$ cat config.mk
export PLATFORM = sky130hd
export DESIGN_NAME = bubble_sort_ascending_unit
export DESIGN_NICKNAME = d
export VERILOG_FILES = /design/src/design/bsa_pkg.sv /design/src/design/bubble_sort_ascending_unit.sv /design/src/design/bsa_dpath.sv /design/src/design/bsa_ctrl.sv
export VERILOG_INCLUDE_DIRS = /design/src /design/src/design
export SDC_FILE = /design/constraint.sdc
export NUM_CORES = 1
export LEC_CHECK = 0
export BUFFER_PORTS_ARGS = -buffer_cell sky130_fd_sc_hd__buf_2
export CAP_MARGIN = 10
export CORE_MARGIN = 5
export CORE_UTILIZATION = 43
export DETAILED_ROUTE_END_ITERATION = 7
export PLACE_DENSITY = 0.67
export RECOVER_POWER = 100
export SLEW_MARGIN = 20
export SYNTH_ARGS = -nofsm -noshare
export SYNTH_HDL_FRONTEND = slang
export SYNTH_SLANG_ARGS = --single-unit
$ cat constraint.sdc
create_clock -name clk -period 4.7 [get_ports clk]
set_clock_uncertainty 0.2 [all_clocks]
set_input_delay 0.94 -clock clk [delete_from_list [all_inputs] [get_ports clk]]
set_output_delay 0.94 -clock clk [all_outputs]
set_load 0.005 [all_outputs]
$ cat src/design/bubble_sort_ascending_unit_defines.svh
// Assertion macros of the bubble sort unit.
// Used by bsa_dpath to check its logic; depends on a clk and rst in scope.
`ifndef BUBBLE_SORT_ASCENDING_UNIT_DEFINES_SVH
`define BUBBLE_SORT_ASCENDING_UNIT_DEFINES_SVH

// The consequent must hold in the same cycle as the antecedent.
`define BSA_ASSERT_NOW(label, ante, cons, msg) \
  label: assert property (@(posedge clk) disable iff (rst) (ante) |-> (cons)) \
    else $error(msg);

// The consequent must hold in the cycle after the antecedent.
`define BSA_ASSERT_NEXT(label, ante, cons, msg) \
  label: assert property (@(posedge clk) disable iff (rst) (ante) |=> (cons)) \
    else $error(msg);

`endif

$ cat src/design/bsa_pkg.sv
// Package of the bubble sort unit: sizes, item structs, the command struct
// from controller to datapath and the status struct back. Depends on nothing.
package bsa_pkg;

  localparam int DEPTH  = 16;
  localparam int DATA_W = 32;
  localparam int IDX_W  = (DEPTH > 1) ? $clog2(DEPTH) : 1;
  localparam int CNT_W  = $clog2(DEPTH + 1);

  typedef struct packed {
    logic signed [DATA_W-1:0] value;
    logic                     last;
  } in_item_t;

  typedef struct packed {
    logic signed [DATA_W-1:0] value_res;
    logic                     last_res;
    logic                     overflow;
  } out_item_t;

  typedef struct packed {
    logic             load;        // take the input item into the store
    logic             rd_en;       // registered read of the store
    logic [IDX_W-1:0] rd_addr;
    logic             take_carry;  // carry takes the read data
    logic             step;        // compare carry against read data, write back
    logic             wr_final;    // write carry at the end of a pass
    logic [IDX_W-1:0] wr_addr;
    logic             out_load;    // load the result register from read data
    logic             out_last;
    logic             clear_set;   // empty the store for the next set
  } dp_cmd_t;

  typedef struct packed {
    logic [CNT_W-1:0] count;
    logic             gt;          // carry is greater than read data
    logic             out_free;    // result register can take a new item
  } dp_stat_t;

endpackage

$ cat src/design/bubble_sort_ascending_unit.sv
// Top level of the bubble sort unit: joins the controller and the datapath.
// Depends on bsa_pkg, bsa_ctrl and bsa_dpath.
//
// The unit collects signed 32-bit elements, one per input item, into a store
// of DEPTH entries, and the item marked last closes the set. The stored
// elements are then sorted into ascending signed order and sent out as result
// items, the final one marked by last_res. Elements that arrive while the
// store is full are dropped, and every result of that set carries overflow.
// Loading takes input items back to back while they are valid. The sort runs
// over the single store memory, one read and one write per cycle: each pass
// carries the largest element seen so far in a register to the end of the
// stored elements, and passes repeat until one makes no swap. Emission
// starts with a read of the first element and then gives one result per
// cycle while the sink is ready. A set thus passes through loading, a start
// state after the last item, the sort, the first read and emission. Input
// items are refused while a set is sorted or emitted; the next set may start
// loading as soon as the final result of the previous set sits in the result
// register.
module bubble_sort_ascending_unit import bsa_pkg::*; (
  input  logic      clk,
  input  logic      rst,
  input  logic      elem_valid,
  output logic      elem_ready,
  input  in_item_t  elem,
  output logic      res_valid,
  input  logic      res_ready,
  output out_item_t res
);

  dp_cmd_t  cmd;
  dp_stat_t stat;

  bsa_ctrl u_ctrl (
    .clk        (clk),
    .rst        (rst),
    .elem_valid (elem_valid),
    .elem_last  (elem.last),
    .stat       (stat),
    .elem_ready (elem_ready),
    .cmd        (cmd)
  );

  bsa_dpath u_dpath (
    .clk       (clk),
    .rst       (rst),
    .elem      (elem),
    .cmd       (cmd),
    .res_ready (res_ready),
    .stat      (stat),
    .res_valid (res_valid),
    .res       (res)
  );

endmodule

$ cat src/design/bsa_dpath.sv
// Datapath of the bubble sort unit: element store, carry register and
// result register. Depends on bsa_pkg and the assertion macro header.
`include "bubble_sort_ascending_unit_defines.svh"

module bsa_dpath import bsa_pkg::*; (
  input  logic      clk,
  input  logic      rst,
  input  in_item_t  elem,
  input  dp_cmd_t   cmd,
  input  logic      res_ready,
  output dp_stat_t  stat,
  output logic      res_valid,
  output out_item_t res
);

  logic signed [DATA_W-1:0] mem [DEPTH];
  logic signed [DATA_W-1:0] rdata;
  logic signed [DATA_W-1:0] carry;
  logic [CNT_W-1:0]         count;
  logic                     dropped;
  logic                     full;
  logic                     gt;
  logic                     wr_en;
  logic [IDX_W-1:0]         wr_idx;
  logic signed [DATA_W-1:0] wr_data;

  assign full = (count >= CNT_W'(DEPTH));
  assign gt   = (carry > rdata);

  // One write port, shared by loading and by the sort passes.
  always_comb begin
    wr_en   = 1'b0;
    wr_idx  = cmd.wr_addr;
    wr_data = carry;
    priority if (cmd.load && !full) begin
      wr_en   = 1'b1;
      wr_idx  = count[IDX_W-1:0];
      wr_data = elem.value;
    end else if (cmd.step) begin
      wr_en   = 1'b1;
      wr_data = gt ? rdata : carry;
    end else if (cmd.wr_final) begin
      wr_en   = 1'b1;
    end
  end

  always_ff @(posedge clk) begin
    if (wr_en) begin
      mem[wr_idx] <= wr_data;
    end
    if (cmd.rd_en) begin
      rdata <= mem[cmd.rd_addr];
    end
  end

  // The carry holds the largest element seen so far in a pass.
  always_ff @(posedge clk) begin
    if (cmd.take_carry || (cmd.step && !gt)) begin
      carry <= rdata;
    end
  end

  always_ff @(posedge clk) begin
    if (rst) begin
      count   <= '0;
      dropped <= 1'b0;
    end else if (cmd.clear_set) begin
      count   <= '0;
      dropped <= 1'b0;
    end else if (cmd.load) begin
      if (full) begin
        dropped <= 1'b1;
      end else begin
        count <= count + CNT_W'(1);
      end
    end
  end

  always_ff @(posedge clk) begin
    if (rst) begin
      res_valid <= 1'b0;
    end else if (cmd.out_load) begin
      res_valid <= 1'b1;
    end else if (res_ready) begin
      res_valid <= 1'b0;
    end
  end

  always_ff @(posedge clk) begin
    if (cmd.out_load) begin
      res.value_res <= rdata;
      res.last_res  <= cmd.out_last;
      res.overflow  <= dropped;
    end
  end

  assign stat.count    = count;
  assign stat.gt       = gt;
  assign stat.out_free = !res_valid || res_ready;

  `BSA_ASSERT_NOW(a_count_bound, 1'b1, count <= CNT_W'(DEPTH), "store count above depth")
  `BSA_ASSERT_NOW(a_load_alone, cmd.load, !(cmd.step || cmd.wr_final || cmd.out_load),
                  "load overlaps sort or emission")
  `BSA_ASSERT_NOW(a_out_free, cmd.out_load, !res_valid || res_ready,
                  "result register overwritten while held")
  `BSA_ASSERT_NEXT(a_clear, cmd.clear_set, count == '0 && !dropped, "set not cleared")

endmodule

$ cat src/design/bsa_ctrl.sv
// Controller of the bubble sort unit: sequences loading, sort passes and
// emission. Depends on bsa_pkg.
module bsa_ctrl import bsa_pkg::*; (
  input  logic     clk,
  input  logic     rst,
  input  logic     elem_valid,
  input  logic     elem_last,
  input  dp_stat_t stat,
  output logic     elem_ready,
  output dp_cmd_t  cmd
);

  typedef enum logic [6:0] {
    ST_LOAD       = 7'b0000001,
    ST_START      = 7'b0000010,
    ST_SORT_FIRST = 7'b0000100,
    ST_SORT_RUN   = 7'b0001000,
    ST_SORT_END   = 7'b0010000,
    ST_EMIT_RD    = 7'b0100000,
    ST_EMIT_OUT   = 7'b1000000
  } state_t;

  state_t           state, state_next;
  logic [IDX_W-1:0] idx, idx_next;
  logic             swapped, swapped_next;
  logic [IDX_W-1:0] last_idx;
  logic [IDX_W-1:0] idx_inc;

  assign last_idx   = IDX_W'(stat.count - CNT_W'(1));
  assign idx_inc    = idx + IDX_W'(1);
  assign elem_ready = (state == ST_LOAD);

  always_comb begin
    state_next   = state;
    idx_next     = idx;
    swapped_next = swapped;
    cmd          = '0;
    unique case (state)
      ST_LOAD: begin
        if (elem_valid) begin
          cmd.load = 1'b1;
          if (elem_last) begin
            state_next = ST_START;
          end
        end
      end
      ST_START: begin
        idx_next = '0;
        if (stat.count < CNT_W'(2)) begin
          state_next = ST_EMIT_RD;
        end else begin
          state_next = ST_SORT_FIRST;
        end
      end
      ST_SORT_FIRST: begin
        cmd.rd_en    = 1'b1;
        cmd.rd_addr  = '0;
        idx_next     = '0;
        swapped_next = 1'b0;
        state_next   = ST_SORT_RUN;
      end
      ST_SORT_RUN: begin
        if (idx == '0) begin
          cmd.take_carry = 1'b1;
        end else begin
          cmd.step    = 1'b1;
          cmd.wr_addr = idx - IDX_W'(1);
          if (stat.gt) begin
            swapped_next = 1'b1;
          end
        end
        if (idx == last_idx) begin
          state_next = ST_SORT_END;
        end else begin
          cmd.rd_en   = 1'b1;
          cmd.rd_addr = idx_inc;
          idx_next    = idx_inc;
        end
      end
      ST_SORT_END: begin
        cmd.wr_final = 1'b1;
        cmd.wr_addr  = last_idx;
        idx_next     = '0;
        if (swapped) begin
          state_next = ST_SORT_FIRST;
        end else begin
          state_next = ST_EMIT_RD;
        end
      end
      ST_EMIT_RD: begin
        cmd.rd_en   = 1'b1;
        cmd.rd_addr = idx;
        state_next  = ST_EMIT_OUT;
      end
      ST_EMIT_OUT: begin
        if (stat.out_free) begin
          cmd.out_load = 1'b1;
          cmd.out_last = (idx == last_idx);
          if (idx == last_idx) begin
            cmd.clear_set = 1'b1;
            state_next    = ST_LOAD;
          end else begin
            cmd.rd_en   = 1'b1;
            cmd.rd_addr = idx_inc;
            idx_next    = idx_inc;
          end
        end
      end
      default: begin
        state_next = ST_LOAD;
      end
    endcase
  end

  always_ff @(posedge clk) begin
    if (rst) begin
      state   <= ST_LOAD;
      idx     <= '0;
      swapped <= 1'b0;
    end else begin
      state   <= state_next;
      idx     <= idx_next;
      swapped <= swapped_next;
    end
  end

endmodule
# Word-level counts from Yosys, hierarchy flattened
# Memories as Yosys holds them, arrays and structs flattened. A register that Yosys moved wholly into a read port is not among the register bits.
# Cells that the tools add are included.
# op_classes
n_addsub	4
mux	39
bitwise	1
n_reduce_logical	19
order_cmp	3
eq_ne	15
# ops
cell	n
$mux 32	3
$pmux 7 s7	1
$mux 7	5
$gt 32x32->1	1
$pmux 5 s4	1
$mux 4	4
$mux 1	15
$mux 6	2
$pmux 4 s3	1
$mux 5	2
$ne 2x1->1 const B	4
$pmux 4 s2	1
$reduce_and 2->1	4
$sub 4x1->4 const B	2
$eq 7x1->1 const B	1
$eq 7x2->1 const B	1
$eq 7x3->1 const B	1
$eq 7x4->1 const B	1
$eq 7x5->1 const B	1
$eq 7x6->1 const B	1
$eq 7x7->1 const B	1
$mux 3	2
$ne 2x2->1 const B	3
$add 5x1->5 const B	1
17 further kinds	22
# word_totals
output_inout_bits	36
word_cells	92
ff_bits	85
input_bits	37
n_memories	1
mem_bits_rw	512
# mem_list
memory	words	word_bits	read_ports	rd_clocked_by_memory_dff	write_ports	line	text
u_dpath.mem	16	32	1	1	1	bsa_dpath.sv:16	logic signed [DATA_W-1:0] mem [DEPTH];

# Logic depth before layout (Yosys ltp)
# Gate-level depths: netlist (run 1).
# depth
depth_word	7
mapped_depth	11
ltp_nobuf	9

# By module
# A second synthesis (run 1) with hierarchy kept.
# unflattened
hier_cells	1284
area_unflattened_um2	25196.7
# modules_own_cells
module	seq_area_each_um2	cells_per_inst	area_per_inst_um2	n_inst
bsa_dpath	18457.7	1145	24111.9	1
bsa_ctrl	240.2	139	1084.8	1

# Worst setup path before layout (run 1)
# OpenSTA, ideal clock, no wires.
# synth_timing
kind	register to register
startpoint	reg u_dpath.rdata[13] (read register of u_dpath.mem)
endpoint	reg u_dpath.carry[0], enable pin
stages_incl_launch_ff	11
path_slack_ns	0.423
setup_time_ns	0.432
t_arrival_ns	3.645
required_ns	4.068
synth_period_minus_slack_ns	4.277
path_buffers	2
cell_sequence	edfxtp_1 inv_1 ha_1 a21o_1 a21o_1 a221oi_1 o211ai_1 a211o_1 clkbuf_1 clkbuf_1 a21oi_1
# synth_between
elab_chain_cells	4
# synth_lines
element	line	text
start: declaration	bsa_dpath.sv:17	logic signed [DATA_W-1:0] rdata;
$gt 32x32->1	bsa_dpath.sv:28	assign gt = (carry > rdata);
$logic_not 1->1	bsa_dpath.sv:58	if (cmd.take_carry || (cmd.step && !gt)) begin
$logic_and 1x1->1	bsa_dpath.sv:58	
$logic_or 1x1->1	bsa_dpath.sv:58	
end signal: assignment	bsa_dpath.sv:59	carry <= rdata;
end: declaration	bsa_dpath.sv:18	logic signed [DATA_W-1:0] carry;
# Every way passes these cells.
# A chain may end at the register's enable or synchronous reset.

# Worst setup path in the final report (run 1)
# layout_timing
startpoint	reg u_dpath.rdata[31] (read register of u_dpath.mem)
endpoint	mem u_dpath.mem[5][15] (data pin)
# layout_between
elab_chain_cells	4
# layout_lines
element	line	text
$gt 32x32->1	bsa_dpath.sv:28	
$mux 32	bsa_dpath.sv:41	wr_data = gt ? rdata : carry;
$mux 32	bsa_dpath.sv:39	end else if (cmd.step) begin
$mux 32	bsa_dpath.sv:35	priority if (cmd.load && !full) begin
net u_dpath.wr_data[15]	bsa_dpath.sv:25	logic signed [DATA_W-1:0] wr_data;
end: declaration	bsa_dpath.sv:16	
# The timed path passes the listed nets, and every way through them passes these cells.

==> results_dict.tcl, run 1 <==
set metrics [dict create \
    design_area_um2 28930 \
    ant_nets 0 \
    die_w_um 251.4 \
    crit_path_start_kind "flop" \
    internal_power_w 0.009637 \
    ys_seq_area_frac 0.7464 \
    final-hold-violation-count 0 \
    cp_max_fo 27 \
    drt-initial-drc-count 1298 \
    grt_max_degree 49 \
    netlist_top_cells_count "610 x edfxtp_1, 128 x mux4_2, 107 x nand2_1, 65 x a22oi_1, 47 x nor2_1" \
    busiest_layer "met2" \
    slowest_stage "clkbuf_2" \
    cts.path.max_buffers 3 \
    routedWlPerCell_um 26.13 \
    crit_type "flop to flop" \
    cts.sinks 629 \
    syn_to_final_growth_pct 15.47 \
    synthCells 1328 \
    combinationalPowerShare 0.083 \
    syn_area_per_cell_um2 18.86 \
    rows 88 \
    cp_cell_sequence "inv_1 > ha_1 > nand4_1 > nor2_1 > nor4b_1 > o21ai_0 > and3_1 > clkbuf_2 > nand3_1 > o211ai_1 > clkbuf_1" \
    synth_edf_count 610 \
    firstDrtPassIters 5 \
    fin_crit_ns 4.306 \
    power.density_nw_per_um2 433.5 \
    numCtsBuffers 61 \
    drc 0 \
    cts_resized 0 \
    cts-root-buf "clkbuf_16" \
    setup_violations 0 \
    use_met3 0.03383 \
    path_clk_slew_ns 0.06 \
    violations "max-capacitance violations, max-slew violations" \
    clock_latency_ns 0.64 \
    worst_pin_slew_ns 2.004 \
    vias 13440 \
    maxCapViolations 2 \
    grt_use_met2 0.3045 \
    fin_crit_sh 0.9161 \
    start_util 0.4342 \
    clkPwrFrac 0.389 \
    gp_congestion 0.8276 \
    ys_async_sr_fraction 0 \
    hp-class "flop to flop" \
    floorplan.die.height_um 251.4 \
    final_nets 1559 \
    antenna_found_initial 0 \
    tns_ns 0 \
    crit_buf_inv 3 \
    status "finished, violations left" \
    coreArea_um2 57700 \
    vias_per_cell 5.841 \
    peakVddDrop_uv 300.0 \
    htreeDepth 2 \
    die_area_um2 63190 \
    required_ns 4.84 \
    drive_gt1_frac 0.2396 \
    seqPwrFrac 0.529 \
    yosys.cell_types.count 60 \
    wl_mm 60.12 \
    placed_area_um2 27100 \
    p_leak_nw 9.486 \
    overflow 0 \
    syn_nets 1402 \
    ys_warn_count 0 \
    grt_pass1_vias 13600 \
    synth.ff_latch_count 629 \
    holdBufCountCts 0 \
    cts_tree "yes" \
    slew_violations 57 \
    io_pins 73 \
    met1_usage 0.2747 \
    diodes 0 \
    crit_arrival_ns 4.44 \
    rsz0062_at_grt "false" \
    p_switching_w 0.002904 \
    slowest_delay_ns 0.69 \
    grt_usage 0.1892 \
    slew_headroom -0.3376 \
    yosysTopAreaCellShare 0.7312 \
    swShare 0.2315 \
    end_kind "flop" \
    synth.area.top_cells "edfxtp_1 73%, mux4_2 12%, a22oi_1 1.9%, ha_1 1.8%, nand2_1 1.6%" \
    yosysMostFrequentCell "edfxtp_1" \
    ys.flop_type "edfxtp_1" \
    yosysTopAreaCell "edfxtp_1" \
    grt_pass1_wl_mm 89.84 \
    max_freq_mhz 232.3 \
    cts_setup_buffers 0 \
    portBuffers 72 \
    syn-cell-area_um2 25050 \
    crit_family "simple AND/OR/NAND/NOR gates" \
    place_hpwl_mm 36.34 \
]
==> cell type report <==
class,instances,area (µm²)
Multi-Input combinational cell,596,6023
Timing Repair Buffer,157,1097
Tap cell,765,957.2
Fill cell,4653,28770
Clock buffer,72,1589
Inverter,40,150.1
Clock inverter,42,412.9
Sequential cell,629,18700
==> per-stage QoR <==
stage | instances | power [W] | setup WS [ns] | utilization | hold WS (ns)
finish | 2301 | 0.01254 | 0.3945 | 0.5014 | 0.2310
detailed placement | 2187 | 0.007799 | 0.6628 | 0.4697 | 0.2256
CTS | 2301 | 0.01264 | 0.6359 | 0.5044 | 0.2375
global placement | 2187 | 0.007756 | 0.7171 | 0.4697 | 0.2158
floorplan | 1328 | 0.007284 | 0.4231 | - | 0.2088
global route | 2301 | 0.01294 | 0.2208 | 0.5014 | 0.2515
==> registers in the layout, indices dropped and copies added (netlist names), 4 cells and up <==
name           flops
u_dpath.count      5
u_dpath.rdata     32
u_dpath.res       34
u_dpath.mem      512
u_ctrl.idx         4
u_ctrl.state       7
u_dpath.carry     32
==> path summary, 6_finish.rpt <==
check	cells after the start	to	from	slack, ns
worst max register to register	11	u_dpath.mem[5][15]	u_dpath.rdata[31]	0.39
worst min register to register	0	u_dpath.res[0]	u_dpath.dropped	0.23
worst min-delay path	0	u_dpath.res[0]	u_dpath.dropped	0.23
worst max-delay path	11	u_dpath.mem[5][15]	u_dpath.rdata[31]	0.39
==> metal layers <==
metal	wire length (µm)	vias to the layer above
met3	4941	89
met1	25180	7012
met4	1088	0
met2	28910	591
met5	0	-
li1	-	5747
==> power groups by stage <==
stage | Clock (W) | Combinational [W] | Sequential [W]
4_1_cts | 0.00495 | 0.00106 | 0.00663
6_report | 0.00488 | 0.00104 | 0.00663
2_1_floorplan | 0 | 0.000544 | 0.00674
3_5_place_dp | 0 | 0.00106 | 0.00674
5_1_grt | 0.00519 | 0.00111 | 0.00664
3_3_place_gp | 0 | 0.00102 | 0.00673
==> layout by cell type (no fill, tap or decap), types with 8 or more instances in the layout <==
cell type and n:
buf_2 45, clkinv_2 17, buf_12 16, inv_1 40, clkbuf_16 62, a21oi_1 20
nand2_1 107, o21ai_0 13, a31oi_1 8, clkbuf_1 50, clkinvlp_4 8, nand3_1 40
a21o_1 13, nand4_1 8, nor2_1 31, mux4_2 128, edfxtp_1 610, ha_1 37
xnor2_1 8, dfxtp_1 19, buf_4 44, a22oi_1 65, nor2_4 15, o211ai_1 27
==> cell families after synthesis <==
logic type | count (synthesis) | share of synthesized area
AO/OA/AOI/OAI | 180 | 0.05194
XOR/XNOR | 13 | 0.004545
adder cells (fa/ha/maj) | 37 | 0.01848
buffers and inverters | 103 | 0.01938
flip-flops | 629 | 0.7464
multiplexers | 129 | 0.1156
AND/OR/NAND/NOR | 237 | 0.04365
Note: power is estimated with default switching activity, not from simulation.
==> run 2, diff against run 1 <==
--- a/config.mk
+++ b/config.mk
@@ -8,10 +8,13 @@
 export LEC_CHECK = 0
 export BUFFER_PORTS_ARGS = -buffer_cell sky130_fd_sc_hd__buf_2
 export CAP_MARGIN = 10
+export CELL_PAD_IN_SITES_DETAIL_PLACEMENT = 0
+export CELL_PAD_IN_SITES_GLOBAL_PLACEMENT = 1
 export CORE_MARGIN = 5
 export CORE_UTILIZATION = 43
+export CTS_CLUSTER_SIZE = 8
 export DETAILED_ROUTE_END_ITERATION = 7
-export PLACE_DENSITY = 0.67
+export PLACE_DENSITY = 0.73
 export RECOVER_POWER = 100
 export SLEW_MARGIN = 20
 export SYNTH_ARGS = -nofsm -noshare
==> run 2 against run 1 <==
Clock power is 15% higher. Worst setup slack worse by 0.024 ns. Global-route usage is 1.0 points higher. Register-to-register slack worse by 0.02 ns. Routed wire length is 5.6% higher. Count of clock-buffer cells in the layout is 37 higher. The run still ends with max-capacitance violations, max-slew violations left. Hold slack better by 0.016 ns.
==> results_dict.tcl, run 2 (synthesized netlist as in run 1, its figures left out) <==
set metrics [dict create \
    crit_path_start_kind "flop" \
    drt-initial-drc-count 1527 \
    gp_congestion 0.7954 \
    vias_per_cell 5.930 \
    drc 0 \
    grt_max_degree 56 \
    crit_type "flop to flop" \
    routedWlPerCell_um 27.71 \
    clock_latency_ns 0.62 \
    worst_pin_slew_ns 2.103 \
    peakVddDrop_uv 348.7 \
    cp_cell_sequence "inv_1 > ha_1 > xor2_1 > xnor2_1 > a32oi_1 > a22o_4 > clkbuf_2 > mux4_2 > a22oi_1 > nand2_1" \
    final_nets 1577 \
    place_hpwl_mm 35.49 \
    rows 88 \
    slew_headroom -0.4034 \
    grt_usage 0.1993 \
    htreeDepth 3 \
    regMostFlops "u_dpath.mem" \
    setup_violations 0 \
    floorplan.die.height_um 251.4 \
    layout_commonest_cell "edfxtp_1" \
    die_area_um2 63190 \
    violations "max-capacitance violations, max-slew violations" \
    rsz0062_at_grt "false" \
    max_freq_mhz 231.0 \
    crit_arrival_ns 4.46 \
    ff_latch_area_um2 18700 \
    cts_resized 0 \
    ant_nets 0 \
    cts_tree "yes" \
    diodes 0 \
    syn_to_final_growth_pct 16.37 \
    wl_mm 63.46 \
    reg.largest.list "u_dpath.mem x512, u_dpath.res x34" \
    overflow 0 \
    slew_violations 35 \
    fin_crit_sh 0.9212 \
    required_ns 4.83 \
    status "finished, violations left" \
    holdBufCountCts 0 \
    grt_pass1_wl_mm 92.90 \
    coreArea_um2 57700 \
    end_kind "flop" \
    final_cell_mix "610 x edfxtp_1, 128 x mux4_2, 107 x nand2_1, 92 x clkbuf_16, 67 x clkbuf_1" \
    cts-root-buf "clkbuf_16" \
    maxCapViolations 1 \
    numCtsBuffers 88 \
    cp_max_fo 35 \
    power.density_nw_per_um2 453.7 \
    cts_setup_buffers 0 \
    cts.sinks 629 \
    portBuffers 72 \
    final-hold-violation-count 0 \
    fin_crit_ns 4.330 \
    path_clk_slew_ns 0.05 \
    whs_ns 0.2472 \
    vias 13580 \
    multi_input_area_um2 5995 \
    grt_pass1_vias 13690 \
    die_w_um 251.4 \
    io_pins 73 \
    antenna_found_initial 0 \
    cts.path.max_buffers 3 \
    slowest_stage "clkbuf_2" \
    tns_ns 0 \
    largest_reg_flops 512 \
    slowest_delay_ns 0.83 \
    start_util 0.4342 \
    hp-class "flop to flop" \
    firstDrtPassIters 5 \
    nFillCells 4705 \
    drive_gt1_frac 0.2256 \
    p_leak_nw 9.613 \
]
-- run 2: changes by cell type in the layout (fill, tap and decap cells not counted), moves of 4 or more --
cell	delta
clkbuf_16	+30
nor2_4	-4
clkinv_2	-17
bufinv_16	-6
clkinvlp_4	-8
clkbuf_1	+17
clkbuf_4	-4
clkbuf_2	+8
buf_4	-29
buf_2	+7
nor2_1	+4
clkinv_1	-5
-- run 2: critical path: cells and delay by family, from the launching register on --
family	cells	cell delay (ns)
buffers and inverters	2	0.97
DFF	1	0.49
adders and majority gates	1	0.26
AOI/OAI and AO/OA	3	1.18
muxes	1	0.42
and+or+nand+nor	1	0.13
xor gates and xnor gates	2	0.35
-- run 2: per-stage QoR --
stage	total power [W]	instance area, µm²	instances	worst slack [ns]	util
floorplan	0.007284	25050	1328	0.4231	-
global placement	0.007678	26890	2162	0.3618	0.4661
detailed placement	0.007721	26900	2162	0.3622	0.4663
CTS	0.01333	29300	2274	0.3248	0.5078
global route	0.01366	29150	2290	0.1246	0.5053
finish	0.01323	29150	2290	0.3703	0.5053
-- run 2: metal layers --
layer  part of all wire  GRT usage
met1               0.41     0.2785
met4              0.030    0.06113
met2               0.48     0.3180
met3              0.083    0.04397
met5                  0          0
-- run 2: where the power goes --
part,switching [W],leakage [nW],internal (W)
clock,0.00217,1.17,0.00345
combinational,0.000690,2.78,0.000261
sequential,0.0000502,5.66,0.00660
total,0.00291,9.61,0.0103
-- run 2: worst paths after layout --
path	start	to	slack, ns	cells after the start
setup / recovery	u_dpath.count[0]	u_dpath.rdata[22]	0.37	10
hold / removal	u_dpath.dropped	u_dpath.res[0]	0.25	0
setup reg to reg	u_dpath.count[0]	u_dpath.rdata[22]	0.37	10
hold reg to reg	u_dpath.dropped	u_dpath.res[0]	0.25	0
-- run 2: final cells by class --
type | instances | share of cell area
tap | 765 | 0.03283
timing repair buffer | 148 | 0.03288
clock inverter | 3 | 0.0009871
multi-input combinational | 596 | 0.2056
clock buffer | 109 | 0.08116
inverter | 40 | 0.005150
sequential | 629 | 0.6414
==> run 3, diff against run 2 <==
==> constraint.sdc (replaced) <==
create_clock -name clk -period 4.7 [get_ports clk]
set_clock_uncertainty 0.2 [all_clocks]
set_input_delay 0.47 -clock clk [delete_from_list [all_inputs] [get_ports clk]]
set_output_delay 0.47 -clock clk [all_outputs]
set_load 0.005 [all_outputs]
==> run 3 against run 2 <==
The run still ends with max-capacitance violations, max-slew violations left. Non-clock buffer count did not move. Power is 0.90% lower. Flip-flop and latch count did not move. Critical path depth decreased by 1. Critical endpoint is now u_dpath.carry[5]. Register-to-register slack lost 0.20 ns. Routed wire length up 0.67%. Sequential share of layout area is essentially flat. Highest routed layer unchanged. Sequential power barely moved. Largest power group unchanged.
==> results_dict.tcl, run 3 (synthesized netlist as in run 1, its figures left out) <==
set metrics [dict create \
    routedWlPerCell_um 27.94 \
    cts.path.max_buffers 3 \
    slowest_stage "nor4_1" \
    drive_gt1_frac 0.2367 \
    multi_input_area_um2 6003 \
    reg.largest.list "u_dpath.mem x512, u_dpath.res x34" \
    seqPwrFrac 0.508 \
    portBuffers 72 \
    place_hpwl_mm 35.90 \
    regMostFlops "u_dpath.mem" \
    fin_crit_ns 4.532 \
    crit_arrival_ns 4.63 \
    floorplan.die.height_um 251.4 \
    antenna_found_initial 0 \
    maxCapViolations 2 \
    htreeDepth 3 \
    start_util 0.4342 \
    hp-class "input pin to flop" \
    ff_latch_area_um2 18700 \
    tns_ns 0 \
    coreArea_um2 57700 \
    violations "max-capacitance violations, max-slew violations" \
    die_w_um 251.4 \
    crit_buf_inv 2 \
    final_nets 1577 \
    die_area_um2 63190 \
    design_area_um2 29160 \
    required_ns 4.79 \
    gp_congestion 0.7948 \
    path_clk_slew_ns 0.05 \
    grt_max_degree 85 \
    syn_to_final_growth_pct 16.41 \
    diodes 0 \
    vias_per_cell 5.965 \
    drt-initial-drc-count 1535 \
    crit_family "compound AO/OA/AOI/OAI gates" \
    combinationalPowerShare 0.072 \
    placed_area_um2 27010 \
    cts-root-buf "clkbuf_16" \
    final-hold-violation-count 0 \
    nFillCells 4724 \
    rows 88 \
    layout_commonest_cell "edfxtp_1" \
    status "finished, violations left" \
    fin_crit_sh 0.9642 \
    max_freq_mhz 220.7 \
    rsz0062_at_grt "false" \
    wl_mm 63.88 \
    ant_nets 0 \
    overflow 0 \
    clkPwrFrac 0.420 \
    slew_violations 52 \
    cp_max_fo 34 \
    p_switching_w 0.002900 \
    firstDrtPassIters 5 \
    grt_usage 0.2009 \
    setup_violations 0 \
    worst_pin_slew_ns 1.981 \
    fin_ws_ns 0.1683 \
    drc 0 \
    slew_headroom -0.3220 \
    numCtsBuffers 88 \
    crit_type "flop to flop" \
    cts.sinks 629 \
    grt_pass1_vias 13880 \
    io_pins 73 \
    cts_tree "yes" \
    dp_worst_setup_slack_ns -0.07141 \
    hold-path-cell-count 3 \
    grt_pass1_wl_mm 93.35 \
    p_leak_nw 9.641 \
    clock_latency_ns 0.62 \
    internal_power_w 0.01021 \
    cts_setup_buffers 0 \
    swShare 0.2212 \
    final_cell_mix "610 x edfxtp_1, 128 x mux4_2, 107 x nand2_1, 89 x clkbuf_16, 65 x a22oi_1" \
    reg2regPathDepth 9 \
    power.density_nw_per_um2 449.4 \
    slowest_delay_ns 0.80 \
    cp.depth 9 \
    largest_reg_flops 512 \
    end_kind "flop" \
    vias 13640 \
    crit_path_start_kind "flop" \
    peakVddDrop_uv 257.7 \
    cp_cell_sequence "inv_1 > ha_1 > nand4_1 > nor4_1 > o21ai_0 > o211ai_1 > a211o_4 > a21oi_2 > clkbuf_4" \
]
run 3: cell count changes in the layout (fill, tap and decap cells not counted), sizes merged:
cell         before  now
clkbuf          174  158
buf              83   91
dlygate4sd3       0    3
clkinv            2    3
run 3: what timing repair did:
action / CTS / global route
gates resized for setup: 1 / 0
hold buffers: 3 / 0
setup endpoints to repair: 284 / 0
endpoints found under the hold margin: 6 / 0
run 3: metal layers:
metal | GRT usage | vias up | share of wire
li1 | - | 5744 | -
met5 | 0 | - | 0
met4 | 0.06643 | 0 | 0.028
met3 | 0.03290 | 117 | 0.074
met1 | 0.2834 | 7129 | 0.42
met2 | 0.3238 | 646 | 0.48
run 3: worst paths after layout:
kind	to	slack, ns	start
hold / removal	u_ctrl.state[1]	0.09	elem[0]
setup reg to reg	u_dpath.carry[5]	0.17	u_dpath.rdata[11]
setup / recovery	u_dpath.carry[5]	0.17	u_dpath.rdata[11]
hold reg to reg	u_dpath.res[0]	0.24	u_dpath.dropped
run 3: cell type report:
type,count,share of cell area
tap,765,0.03282
inverter,40,0.005148
timing repair buffer,148,0.03518
clock buffer,104,0.07830
multi-input combinational,596,0.2059
clock inverter,4,0.001545
sequential,629,0.6412
run 3: power by group through the flow:
stage / sequential, W / combinational (W) / clock (W)
3_3_place_gp: 0.00674 / 0.000932 / 0
4_1_cts: 0.00666 / 0.000966 / 0.00562
3_5_place_dp: 0.00676 / 0.000962 / 0
6_report: 0.00665 / 0.000943 / 0.00551
5_1_grt: 0.00666 / 0.00102 / 0.00587
2_1_floorplan: 0.00674 / 0.000544 / 0
run 3: tightest hold or removal path, stage by stage:
cell and delay (ns):
buf_2 0.08, a21oi_1 0.12, nor4_1 0.17
run 3: stage by stage:
stage	hold slack, ns	cells	utilization	power [W]
finish	0.08955	2286	0.5055	0.01311
global route	0.08186	2286	0.5055	0.01355
CTS	0.05248	2277	0.5092	0.01324
detailed placement	0.2297	2166	0.4682	0.007720
global placement	0.2214	2166	0.4682	0.007676
floorplan	0.2088	1328	-	0.007284
